**src/rtl/bclp_pkg.sv**
```systemverilog
// bclp_pkg: shared types, register codes and reset constants for the
// button click / long press classifier; no dependencies
`default_nettype none

package bclp_pkg;

    localparam int TIME_WIDTH_DEFAULT = 32;
    localparam int NOW_WIDTH          = 32;
    localparam int THRESH_WIDTH       = 16;
    localparam int CFG_INDEX_WIDTH    = 2;
    localparam int IN_TDATA_WIDTH     = 40;
    localparam int OUT_TDATA_WIDTH    = 8;

    localparam logic [THRESH_WIDTH-1:0] DEBOUNCE_RESET   = 16'd50;
    localparam logic [THRESH_WIDTH-1:0] LONG_PRESS_RESET = 16'd2000;
    localparam logic [THRESH_WIDTH-1:0] CLICK_RESET      = 16'd300;

    typedef enum logic [CFG_INDEX_WIDTH-1:0] {
        REG_INVERT_INPUT  = 2'd0,
        REG_DEBOUNCE_MS   = 2'd1,
        REG_LONG_PRESS_MS = 2'd2,
        REG_CLICK_MS      = 2'd3
    } cfg_reg_e;

    typedef struct packed {
        logic                    invert_input;
        logic [THRESH_WIDTH-1:0] debounce_ms;
        logic [THRESH_WIDTH-1:0] long_press_ms;
        logic [THRESH_WIDTH-1:0] click_ms;
    } cfg_t;

    // packed from msb down, so level lands in bit 0
    typedef struct packed {
        logic changed;
        logic double_click_event;
        logic click_event;
        logic long_press_event;
        logic fall_event;
        logic rise_event;
        logic level;
    } result_t;

endpackage

`default_nettype wire

```
**src/rtl/bclp_classify.sv**
```systemverilog
// bclp_classify: debounce state and event decisions for one request per cycle
// depends on bclp_pkg
`default_nettype none

module bclp_classify #(
    parameter int TIME_WIDTH = bclp_pkg::TIME_WIDTH_DEFAULT
) (
    input  wire logic                               clk,
    input  wire logic                               rst_n,
    input  wire bclp_pkg::cfg_t                     cfg,
    input  wire logic                               step,
    input  wire logic                               pin_level,
    input  wire logic [bclp_pkg::NOW_WIDTH-1:0]     now_ms,
    output bclp_pkg::result_t                       result
);

    logic                  stable_level_reg, stable_level_next;
    logic [TIME_WIDTH-1:0] last_change_reg, last_change_next;
    logic                  long_held_reg, long_held_next;
    logic                  click_pending_reg, click_pending_next;

    logic [TIME_WIDTH-1:0] now_t;
    logic [TIME_WIDTH-1:0] elapsed;
    logic [TIME_WIDTH-1:0] debounce_t;
    logic [TIME_WIDTH-1:0] long_press_t;
    logic [TIME_WIDTH-1:0] click_t;
    logic                  lvl;
    logic                  sample;

    assign now_t        = TIME_WIDTH'(now_ms);
    assign elapsed      = now_t - last_change_reg;
    assign debounce_t   = TIME_WIDTH'(cfg.debounce_ms);
    assign long_press_t = TIME_WIDTH'(cfg.long_press_ms);
    assign click_t      = TIME_WIDTH'(cfg.click_ms);
    assign lvl          = pin_level ^ cfg.invert_input;
    assign sample       = step && (elapsed >= debounce_t);

    always_comb
    begin
        stable_level_next  = stable_level_reg;
        last_change_next   = last_change_reg;
        long_held_next     = long_held_reg;
        click_pending_next = click_pending_reg;
        result             = '0;
        if (sample)
        begin
            if (lvl)
            begin
                if (!stable_level_reg)
                begin
                    stable_level_next = 1'b1;
                    last_change_next  = now_t;
                    result.rise_event = 1'b1;
                end
                else if ((elapsed > long_press_t) && !long_held_reg)
                begin
                    long_held_next          = 1'b1;
                    result.long_press_event = 1'b1;
                end
            end
            else if (stable_level_reg)
            begin
                // release: elapsed restarts at zero, so no click report here
                stable_level_next = 1'b0;
                last_change_next  = now_t;
                long_held_next    = 1'b0;
                result.fall_event = 1'b1;
                if (elapsed < click_t)
                begin
                    if (click_pending_reg)
                    begin
                        click_pending_next        = 1'b0;
                        result.double_click_event = 1'b1;
                    end
                    else
                    begin
                        click_pending_next = 1'b1;
                    end
                end
            end
            else if ((elapsed > click_t) && click_pending_reg)
            begin
                click_pending_next = 1'b0;
                result.click_event = 1'b1;
            end
        end
        result.level   = stable_level_next;
        result.changed = result.rise_event | result.fall_event | result.long_press_event
                       | result.click_event | result.double_click_event;
    end

    always_ff @(posedge clk or negedge rst_n)
    begin
        if (!rst_n)
        begin
            stable_level_reg  <= 1'b0;
            last_change_reg   <= '0;
            long_held_reg     <= 1'b0;
            click_pending_reg <= 1'b0;
        end
        else if (step)
        begin
            stable_level_reg  <= stable_level_next;
            last_change_reg   <= last_change_next;
            long_held_reg     <= long_held_next;
            click_pending_reg <= click_pending_next;
        end
    end

    a_rise_sets_level: assert property (@(posedge clk) disable iff (!rst_n)
        result.rise_event |=> stable_level_reg)
        else $error("rise event did not raise the stable level");

    a_fall_clears_hold: assert property (@(posedge clk) disable iff (!rst_n)
        result.fall_event |=> (!stable_level_reg && !long_held_reg))
        else $error("fall event left level or long hold set");

    a_double_clears_pending: assert property (@(posedge clk) disable iff (!rst_n)
        (result.double_click_event || result.click_event) |=> !click_pending_reg)
        else $error("click report left a pending click");

    a_one_long_press: assert property (@(posedge clk) disable iff (!rst_n)
        result.long_press_event |=> long_held_reg)
        else $error("long press event without hold flag");

    a_hold_needs_level: assert property (@(posedge clk) disable iff (!rst_n)
        long_held_reg |-> stable_level_reg)
        else $error("long hold flag set while level is low");

endmodule

`default_nettype wire

```
**src/rtl/button_click_long_press_classifier_unit.sv**
```systemverilog
// button_click_long_press_classifier_unit: top level with config registers,
// input register and result register; depends on bclp_pkg, bclp_classify
//
//  channel   dir  handshake          payload (lsb first)
//  s_*       in   s_tvalid/s_tready  s_tdata: pin_level, now_ms[31:0], zero pad
//  m_*       out  m_tvalid/m_tready  m_tdata: level, rise, fall, long_press,
//                                             click, double_click, changed, 0
//  cfg_*     in   cfg_we             cfg_index selects register, cfg_data value
//
//  one request per cycle sustained while m_tready accepts; s_tdata reaches m_tdata
//  through the input register, then the classifier into the result register
//  the classifier state updates once per request, so each cycle sees the last
//  reset clears state and config to defaults; no clearing pass
//  a stalled m_tready holds the result and backs up into s_tready after one
`default_nettype none

module button_click_long_press_classifier_unit #(
    parameter int TIME_WIDTH = bclp_pkg::TIME_WIDTH_DEFAULT
) (
    input  wire logic                                    clk,
    input  wire logic                                    rst_n,
    input  wire logic                                    s_tvalid,
    output logic                                         s_tready,
    input  wire logic [bclp_pkg::IN_TDATA_WIDTH-1:0]     s_tdata,   // pin_level, now_ms
    output logic                                         m_tvalid,
    input  wire logic                                    m_tready,
    output logic [bclp_pkg::OUT_TDATA_WIDTH-1:0]         m_tdata,   // level, rise, fall,
                                                                    // long_press, click,
                                                                    // double_click, changed
    input  wire logic                                    cfg_we,
    input  wire logic [bclp_pkg::CFG_INDEX_WIDTH-1:0]    cfg_index,
    input  wire logic [bclp_pkg::THRESH_WIDTH-1:0]       cfg_data
);

    bclp_pkg::cfg_t                       cfg_reg;
    logic                                 in_valid_reg;
    logic                                 in_level_reg;
    logic [bclp_pkg::NOW_WIDTH-1:0]       in_time_reg;
    logic                                 out_valid_reg;
    bclp_pkg::result_t                    out_data_reg;
    bclp_pkg::result_t                    result;
    logic                                 advance;
    logic                                 step;
    logic                                 s_take;

    assign advance  = !out_valid_reg || m_tready;
    assign step     = in_valid_reg && advance;
    assign s_tready = !in_valid_reg || advance;
    assign s_take   = s_tvalid && s_tready;

    always_ff @(posedge clk or negedge rst_n)
    begin
        if (!rst_n)
        begin
            cfg_reg.invert_input  <= 1'b0;
            cfg_reg.debounce_ms   <= bclp_pkg::DEBOUNCE_RESET;
            cfg_reg.long_press_ms <= bclp_pkg::LONG_PRESS_RESET;
            cfg_reg.click_ms      <= bclp_pkg::CLICK_RESET;
        end
        else if (cfg_we)
        begin
            unique case (bclp_pkg::cfg_reg_e'(cfg_index))
                bclp_pkg::REG_INVERT_INPUT:  cfg_reg.invert_input  <= cfg_data[0];
                bclp_pkg::REG_DEBOUNCE_MS:   cfg_reg.debounce_ms   <= cfg_data;
                bclp_pkg::REG_LONG_PRESS_MS: cfg_reg.long_press_ms <= cfg_data;
                bclp_pkg::REG_CLICK_MS:      cfg_reg.click_ms      <= cfg_data;
                default:                     cfg_reg               <= cfg_reg;
            endcase
        end
    end

    always_ff @(posedge clk or negedge rst_n)
    begin
        if (!rst_n)
        begin
            in_valid_reg <= 1'b0;
        end
        else if (s_take)
        begin
            in_valid_reg <= 1'b1;
        end
        else if (step)
        begin
            in_valid_reg <= 1'b0;
        end
    end

    always_ff @(posedge clk)
    begin
        if (s_take)
        begin
            in_level_reg <= s_tdata[0];
            in_time_reg  <= s_tdata[bclp_pkg::NOW_WIDTH:1];
        end
    end

    bclp_classify #(
        .TIME_WIDTH (TIME_WIDTH)
    ) u_classify (
        .clk       (clk),
        .rst_n     (rst_n),
        .cfg       (cfg_reg),
        .step      (step),
        .pin_level (in_level_reg),
        .now_ms    (in_time_reg),
        .result    (result)
    );

    always_ff @(posedge clk or negedge rst_n)
    begin
        if (!rst_n)
        begin
            out_valid_reg <= 1'b0;
        end
        else if (step)
        begin
            out_valid_reg <= 1'b1;
        end
        else if (m_tready)
        begin
            out_valid_reg <= 1'b0;
        end
    end

    always_ff @(posedge clk)
    begin
        if (step)
        begin
            out_data_reg <= result;
        end
    end

    assign m_tvalid = out_valid_reg;
    assign m_tdata  = bclp_pkg::OUT_TDATA_WIDTH'(out_data_reg);

endmodule

`default_nettype wire

```
**config.mk**
```make
export PLATFORM = sky130hd
export DESIGN_NAME = button_click_long_press_classifier_unit
export DESIGN_NICKNAME = d
export VERILOG_FILES = /design/src/rtl/bclp_pkg.sv /design/src/rtl/bclp_classify.sv /design/src/rtl/button_click_long_press_classifier_unit.sv
export SDC_FILE = /design/constraint.sdc
export NUM_CORES = 1
export LEC_CHECK = 0
export BUFFER_PORTS_ARGS = -buffer_cell sky130_fd_sc_hd__buf_2
export CAP_MARGIN = 20
export CORE_ASPECT_RATIO = 0.5
export CORE_MARGIN = 2
export CORE_UTILIZATION = 44
export CTS_CLUSTER_DIAMETER = 120
export DETAILED_ROUTE_END_ITERATION = 12
export GPL_ROUTABILITY_DRIVEN = 0
export PLACE_DENSITY = 0.66
export SLEW_MARGIN = 5
export SYNTH_ARGS = -nofsm -noshare
export SYNTH_HDL_FRONTEND = slang
export SYNTH_SLANG_ARGS = --single-unit
```
**constraint.sdc**
```tcl
create_clock -name clk -period 13.1 [get_ports clk]
set_clock_uncertainty 0.15 [all_clocks]
set_input_delay 2.62 -clock clk [delete_from_list [all_inputs] [get_ports clk]]
set_output_delay 2.62 -clock clk [all_outputs]
set_load 0.02 [all_outputs]
```
==> results.py <==
metrics = {
    "global_route": {
        "first_global_vias": 6199,
        "grt_pass1_wl_um": 30000,
        "grt_usage_pct": 19.1,
        "grt_max_degree": 68,
        "grt_overflow": 0,
        "antenna_found_initial": 0,
    },
    "power": {
        "p_seq_share_pct": 23.1,
        "combPwrFrac_pct": 56.8,
        "p_leak_nw": 4.26,
        "power.share.clock_pct": 20.1,
        "irDropWorstVdd_uv": 121,
        "p_int_mw": 1.40,
        "sw_frac_of_total_pct": 42.3,
        "power.density_nw_per_um2": 259,
        "power.switching_mw": 1.03,
    },
    "clock_tree": {
        "post_cts.repair.setup_buffers": 0,
        "clock-sinks": 126,
        "cts_root_buffer": "clkbuf_16",
        "cts_buffers": 17,
        "htreeDepth": 4,
        "hold_buffers": 0,
        "worst_skew_pair.late_latency_ps": 420,
        "clk_pin_slew_ps": 60,
        "cts_buffer_depth": 2,
        "cts_tree": "built",
        "cts_resized": 0,
    },
    "logic_synthesis": {
        "ys_seq_area_share_pct": 41.0,
        "synth_edf_count": 40,
        "synthArstFlopShare_pct": 68.3,
        "ys_seq_elements": 126,
        "synth_largest_area_cell": "dfrtp_1",
        "synth.area.top_cells": "dfrtp_1 22%, edfxtp_1 15%, ha_1 12%",
        "synth_common_cells": "89 x inv_1, 81 x ha_1, 73 x dfrtp_1, 53 x mux2_2, 47 x a21oi_1",
        "synth_flop_cell": "dfrtp_1",
        "synth_nets": 903,
        "yosysTopAreaCellShare_pct": 22.2,
        "yosysMostFrequentCell": "inv_1",
        "synth_area_per_cell_um2": 10.8,
        "yosysWarnings": 0,
        "netlist_area_um2": 8220,
        "netlist-cell-type-count": 79,
        "synthCells": 758,
    },
    "critical_path": {
        "crit_fanout": 3,
        "cp_data_arrival_time_ps": 3090,
        "path_cells": "buf_2 -> nand3b_1 -> buf_2",
        "cpMostUsedCell": "buf_2",
        "startpoint_type": "input pin",
        "crit_required_ps": 10330,
        "path_class": "input pin to output pin",
        "crit_slowest_cell": "nand3b_1",
        "end_kind": "output pin",
        "max_stage_delay_ps": 190,
    },
    "place": {
        "placed_cell_area_um2": 8740,
        "port_buffers": 64,
        "dp_hpwl_um": 13300,
    },
    "routing": {
        "postRouteAntennaNets": 0,
        "drc": 0,
        "num_vias": 5936,
        "firstDrtPassIters": 5,
        "finalWirelength_um": 17800,
        "wl_per_cell_um": 16.5,
        "viasPerCell": 5.51,
        "drt-initial-drc-count": 303,
    },
    "timing": {
        "setup_viol": 0,
        "post-route-period-util_pct": 44.7,
        "fmax_mhz": 171,
        "maxSlewHeadroom_pct": 31.5,
        "layout_min_cycle_time_ps": 5860,
        "rsz0062_at_grt": "false",
        "finalHoldViolations": 0,
        "fin_tns_setup_ps": 0,
        "worst_slew_pin_slew_ps": 1020,
        "report.final.slew_viol_count": 0,
    },
    "floorplan": {
        "row_count": 35,
        "pin_count": 73,
        "initial_utilization_pct": 44.8,
        "core_um2": 18300,
        "die_y_um": 101,
        "die_w_um": 197,
        "die_area_um2": 19900,
    },
    "flow_run": {
        "cap_violations": 0,
    },
    "outcome": {
        "outcome": "finished, final reports clean",
    },
    "layout": {
        "drive_above_1_share_pct": 25.9,
        "fillers": 1612,
        "antennaDiodeCount": 0,
        "largest_reg_flops": 49,
        "area_delta_synth_final_pct": 13.6,
        "fin_area_um2": 9350,
        "nets": 970,
    },
    "worst_hold_path": {
        "hold_class": "flop to flop",
    },
}
cell families (layout without fill, tap and decap cells):
kind of cell / after synthesis / after routing / share of synthesized area (%)
AND/OR/NAND/NOR: 169 / 169 / 11.0
AO/OA/AOI/OAI: 166 / 166 / 14.6
flip-flops: 126 / 126 / 41.0
buffers and inverters: 108 / 188 / 5.66
multiplexers: 87 / 87 / 13.2
adder cells (fa/ha/maj): 82 / 82 / 12.6
XOR/XNOR: 19 / 19 / 2.02
other: 1 / 1 / 0.0456
through the flow:
stage	instances	total power [mW]	utilization, %	worst slack (ps)	hold slack (ps)
CTS	1078	2.42	50.9	7240	345
global placement	1046	1.88	47.6	7270	321
finish	1078	2.42	50.9	7240	343
floorplan	758	1.61	-	7430	307
detailed placement	1046	1.92	47.6	7240	328
global route	1078	2.63	50.9	7200	366
power groups by stage:
stage	combinational (mW)	sequential [mW]	clock (mW)
6_report	1.38	0.561	0.487
5_1_grt	1.55	0.574	0.511
4_1_cts	1.37	0.560	0.495
3_5_place_dp	1.35	0.566	0
3_3_place_gp	1.32	0.560	0
2_1_floorplan	1.05	0.553	0
layout by cell type (no fill, tap or decap), types with 5 or more instances in the layout:
cell type  count
or3_1          5
nand4_1       15
nand3_1       11
ha_1          81
a21oi_1       47
nor2_1        40
inv_4          5
dfstp_2       13
nor4_1         6
o21a_1        12
clkbuf_16     18
nand2b_1       7
a211oi_1       9
o21ai_0       31
mux2_4        29
xnor2_1       13
mux2i_1        5
nor2b_1        6
edfxtp_1      40
dfrtp_1       73
inv_1         89
mux2_2        53
a21o_1        14
nor3_1        15
nand2_1       35
xor2_1         6
buf_2         63
and2_1         6
layout make-up:
cell class,count,area (µm²),area share [%]
multi-input combinational,524,4390,47.0
sequential,126,3370,36.1
clock buffer,21,482,5.15
timing repair buffer,67,345,3.69
inverter,89,334,3.57
tap,240,300,3.21
clock inverter,11,126,1.35
worst max-delay path, delay by kind of cell:
family	cells	cell delay, ps
buffers and inverters	2	280
AND/OR/NAND/NOR	1	190
final timing paths:
check,depth (start not counted),from,slack (ps),to
max,3,m_tready,7240,s_tready
min,1,in_valid_reg,340,m_tvalid
max reg2reg,16,in_time_reg[0],7540,u_classify.last_change_reg[0]
min reg2reg,1,in_valid_reg,340,m_tvalid
max in group asynchronous,2,rst_n,9740,cfg_reg[32]
min in group asynchronous,1,rst_n,1930,u_classify.last_change_reg[25]
metal layers:
metal | GRT usage [%] | vias up | part of all wire, %
met5 | 0 | - | 0
met1 | 25.3 | 2893 | 48
met4 | 6.77 | 0 | 1.6
met2 | 32.3 | 120 | 48
met3 | 2.91 | 31 | 3.1
li1 | - | 2892 | -
No activity file was read; power rests on OpenSTA's default activity.
